### config.mk
export PLATFORM = sky130hd
export DESIGN_NAME = tsf_pipe_ctl
export DESIGN_NICKNAME = d
export VERILOG_FILES = /design/src/hdl/tsf_pkg.sv /design/src/hdl/tsf_pipe_ctl.sv
export SDC_FILE = /design/constraint.sdc
export NUM_CORES = 1
export LEC_CHECK = 0
export BUFFER_PORTS_ARGS = -buffer_cell sky130_fd_sc_hd__buf_2
export CORE_AREA = 5 5 42 44
export DETAILED_ROUTE_END_ITERATION = 8
export DIE_AREA = 0 0 47 49
export GPL_ROUTABILITY_DRIVEN = 0
export PLACE_DENSITY = 0.73
export SYNTH_ARGS = -nofsm -noshare
export SYNTH_HDL_FRONTEND = slang
export SYNTH_SLANG_ARGS = --single-unit
### constraint.sdc
create_clock -name clk_i -period 1.7 [get_ports clk_i]
set_input_delay 0.085 -clock clk_i [delete_from_list [all_inputs] [get_ports clk_i]]
set_output_delay 0.085 -clock clk_i [all_outputs]
set_load 0.01 [all_outputs]
### src/hdl/tsf_pkg.sv
// Package for the fixed-point Taylor sine core: word types, series constants
// and the rounded multiply and accumulate helpers. No dependencies.

package tsf_pkg;

  typedef logic [31:0] word_t;
  typedef logic signed [63:0] prod_t;

  // Register stages from the input transfer to the output register.
  localparam int unsigned Stages = 10;

  typedef struct packed {
    logic [Stages-1:0] en;   // stage register load enables
    logic [Stages-1:0] vld;  // stage valid bits
  } tsf_ctl_t;

  localparam word_t QuadOne   = 32'h4000_0000;
  localparam word_t QuadThree = 32'hC000_0000;
  localparam word_t HalfTurn  = 32'h8000_0000;
  localparam prod_t RoundHalf = 64'sh0000_0000_8000_0000;

  localparam word_t CoefC1  = 32'd1686629713;
  localparam word_t CoefC3  = 32'd1431655765;
  localparam word_t CoefC5  = 32'd572662306;
  localparam word_t CoefC7  = 32'd109078534;
  localparam word_t CoefC9  = 32'd12119837;
  localparam word_t CoefC11 = 32'd881443;

  // The two middle quadrants are mirrored about a quarter turn.
  function automatic word_t fold_phase(word_t ph);
    word_t ang;
    if (ph >= QuadThree || ph < QuadOne) begin
      ang = ph;
    end else begin
      ang = HalfTurn - ph;
    end
    return ang;
  endfunction

  function automatic prod_t sprod(word_t a, word_t b);
    return $signed(a) * $signed(b);
  endfunction

  // High half of the signed product with round to nearest.
  function automatic word_t mulr(word_t a, word_t b);
    prod_t r;
    r = sprod(a, b) + RoundHalf;
    return r[63:32];
  endfunction

  function automatic word_t acc_add(word_t s, prod_t p);
    prod_t r;
    r = {s, 32'h0} + p + RoundHalf;
    return r[63:32];
  endfunction

  function automatic word_t acc_sub(word_t s, prod_t p);
    prod_t r;
    r = {s, 32'h0} - p + RoundHalf;
    return r[63:32];
  endfunction

endpackage

### src/hdl/tsf_pipe_ctl.sv
// Valid bits and load enables of the sine pipeline. A stage loads when it is
// empty or when the stage after it moves on, so bubbles close up under stall.
// Depends on tsf_pkg.

module tsf_pipe_ctl (
  input  logic             clk_i,
  input  logic             rst_ni,
  input  logic             in_valid_i,
  output logic             in_ready_o,
  input  logic             out_ready_i,
  output tsf_pkg::tsf_ctl_t ctl_o
);
  import tsf_pkg::*;

  logic [Stages-1:0] vld_q;
  logic [Stages-1:0] vld_d;
  logic [Stages-1:0] en;

  always_comb begin
    en[Stages-1] = !vld_q[Stages-1] || out_ready_i;
    for (int i = Stages - 2; i >= 0; i--) begin
      en[i] = !vld_q[i] || en[i+1];
    end
  end

  always_comb begin
    vld_d = vld_q;
    if (en[0]) begin
      vld_d[0] = in_valid_i;
    end
    for (int i = 1; i < Stages; i++) begin
      if (en[i]) begin
        vld_d[i] = vld_q[i-1];
      end
    end
  end

  always_ff @(posedge clk_i or negedge rst_ni) begin
    if (!rst_ni) begin
      vld_q <= '0;
    end else begin
      vld_q <= vld_d;
    end
  end

  assign in_ready_o = en[0];
  assign ctl_o.en   = en;
  assign ctl_o.vld  = vld_q;

endmodule

==> impl_metrics.py <==
metrics = {
    "status": {
        "outcome": "complete, no violations",
    },
    "final_layout": {
        "drive_gt1_frac": 0.5082,
        "largest_reg_flops": 10,
        "num_antenna_cells": 0,
        "largest-register": "vld_q",
        "utilization": 0.4161,
        "reg_top3": "vld_q (10)",
        "num-fill-cells": 150,
        "finalNetCount": 67,
        "syn_to_final_growth_pct": 29.44,
        "final_cells": 77,
    },
    "route": {
        "wl_per_cell_um": 12.95,
        "routed_wl_um": 997,
        "drt_drc_violations_left": 0,
        "first_iter_violations": 6,
        "firstDrtPassIters": 4,
        "antenna_left": 0,
        "vias": 386,
        "vias_per_cell": 5.013,
    },
    "place": {
        "port_buffers": 24,
        "place_inst": 73,
        "hpwl_um": 735.9,
    },
    "floorplan": {
        "initial_core_util": 0.3214,
        "die_x_um": 47,
        "core-area_um2": 1401,
        "rows": 14,
        "ios": 25,
        "die_height_um": 49,
        "die-area_um2": 2303,
    },
    "sta": {
        "worst_slew_pin_slew_ns": 0.2813,
        "max_slew_margin": 0.8124,
        "min_period_ns": 1.466,
        "finalHoldViolCount": 0,
        "rsz0062_at_grt": "false",
        "finalCritPeriodShare": 0.8626,
        "finalHoldWorstSlack_ns": 0.01877,
        "clock_skew_ns": 0.005285,
        "fin_setup_tns_ns": 0,
        "maxSlewViolCount": 0,
        "setup_viol_count_final": 0,
        "fmax_mhz": 681.9,
    },
    "clock_network": {
        "cts_tree": "done",
        "insertion_delay_ns": 0.25,
        "htreeDepth": 1,
        "ctsLongestPathBuffers": 2,
        "cts_inserted_buffers": 3,
        "cts-root-buf": "clkbuf_4",
        "cts.sinks": 10,
        "clk_pin_slew_ns": 0.06,
        "cts_setup_buffers": 0,
    },
    "setup_path": {
        "crit_chain": "and4_1 -> nand3_1 -> buf_2",
        "path_delay_family": "simple AND/OR/NAND/NOR gates",
        "path_max_fanout": 9,
        "crit_type": "flip-flop to output port",
        "cpPeakStageDelay_ns": 0.46,
        "slowest_stage": "dfrtp_1",
        "critPathArrivalTime_ns": 1.38,
        "crit_buf_inv": 1,
        "crit_path_end_kind": "output port",
        "critPathRequiredTime_ns": 1.62,
        "crit_path_start_kind": "flip-flop",
    },
    "synthesis": {
        "synth_fp_nets": 41,
        "synth_top_area_frac": 0.5556,
        "ys_top_cells_by_area": "dfrtp_1 (56%), buf_6 (7.5%), nand2b_1 (4.2%), a31o_2 (3.9%), nand3_1 (3.3%)",
        "yosysWarningCount": 0,
        "post-synth-top-count-cell": "dfrtp_1",
        "synth_top_area_cell": "dfrtp_1",
        "avgSynthCellArea_um2": 12.17,
        "synth_common_cells": "dfrtp_1 (10), buf_6 (3), nand2b_1 (3), nand3_1 (3)",
        "synth_cell_types": 18,
        "yosys_register_bits": 10,
        "async_reset_ff_frac": 1.000,
        "synth.cell_area_um2": 450.4,
        "synth_cells": 37,
        "synth_seq_area_share": 0.5556,
        "ys.flop_type": "dfrtp_1",
        "synth_edf_count": 0,
    },
    "power_and_ir_drop": {
        "p_leak_nw": 0.2667,
        "max-vdd-ir-drop_mv": 0.5953,
        "p_per_area_nw_per_um2": 1180,
    },
    "min_path": {
        "holdCritPathClass": "primary input to flip-flop",
    },
    "global_route": {
        "grt_pass1_vias": 370,
        "grtUsageTotal": 0.09986,
        "grt_pass1_wl_um": 1621,
        "antenna_found_initial": 0,
        "grt_start_max_net_pins": 17,
        "grt_overflow": 0,
    },
    "run": {
        "cap_viol_max_count": 0,
    },
}
## per-stage QoR
stage | total power [mW] | worst slack [ns] | instance area [µm²]
6_report | 0.6881 | 0.2336 | 583.1
3_5_place_dp | 0.5432 | 0.3944 | 549.3
3_3_place_gp | 0.5388 | 0.4214 | 549.3
5_1_grt | 0.7435 | 0.07244 | 583.1
4_1_cts | 0.7009 | 0.09803 | 581.8
2_1_floorplan | 0.4780 | 0.4704 | 450.4
## report_power, final
part,total (mW),switching [mW],internal [mW]
clock,0.148,0.0674,0.0810
combinational,0.216,0.121,0.0952
sequential,0.324,0.0473,0.277
total,0.688,0.235,0.453
## final cells by class
cell class	count	area, µm²	share of cell area
well taps	16	20.02	0.03433
repair buffers	25	130.1	0.2232
multi-input cells	22	156.4	0.2682
inverters	1	3.754	0.006438
clock buffers	3	22.52	0.03863
flip-flops and latches	10	250.2	0.4292
## logic make-up (layout without fill, tap and decap cells)
family	Yosys count	in the layout	share of synthesized area
AO/OA/AOI/OAI	7	7	0.1389
buffers and inverters	5	29	0.09999
flip-flops	10	10	0.5556
AND/OR/NAND/NOR	15	15	0.2056
## metal layers
layer	routed length (µm)	track usage	up-vias
met5	0	0	-
met4	14	0.06912	0
met3	73	0.04059	2
met2	534	0.1629	14
met1	375	0.09611	187
li1	-	-	183
## layout by cell type (no fill, tap or decap), types with 2 or more instances in the layout
master	instances
a21o_1	2
a31o_2	2
buf_2	24
clkbuf_4	3
dfrtp_1	10
nand2_1	2
nand2b_1	3
nand3_1	3
nand4_1	2
## what timing repair did
action                     4_1_cts  5_1_grt
gates resized for setup          0        1
hold buffers                     1        0
setup endpoints to repair        0        2
hold endpoints to repair        10        0
## worst paths after layout
| path | startpoint | to | slack [ns] | depth (start not counted) |
|---|---|---|---|---|
| setup / recovery | vld_q[6] | ctl_o[10] | 0.23 | 3 |
| hold / removal | in_valid_i | vld_q[0] | 0.02 | 2 |
| setup reg to reg | vld_q[8] | vld_q[4] | 0.54 | 2 |
| hold reg to reg | vld_q[7] | vld_q[8] | 0.48 | 1 |
| max in group asynchronous | rst_ni | vld_q[8] | 1.28 | 2 |
| min in group asynchronous | rst_ni | vld_q[0] | 0.22 | 2 |
## worst reg2reg max path: cells and delay by family, from the launching register on
family           cells  cell delay (ns)
AO/OA/AOI/OAI        1             0.30
AND/OR/NAND/NOR      1             0.36
flip-flops           1             0.40
(Power assumes the default switching activity.)
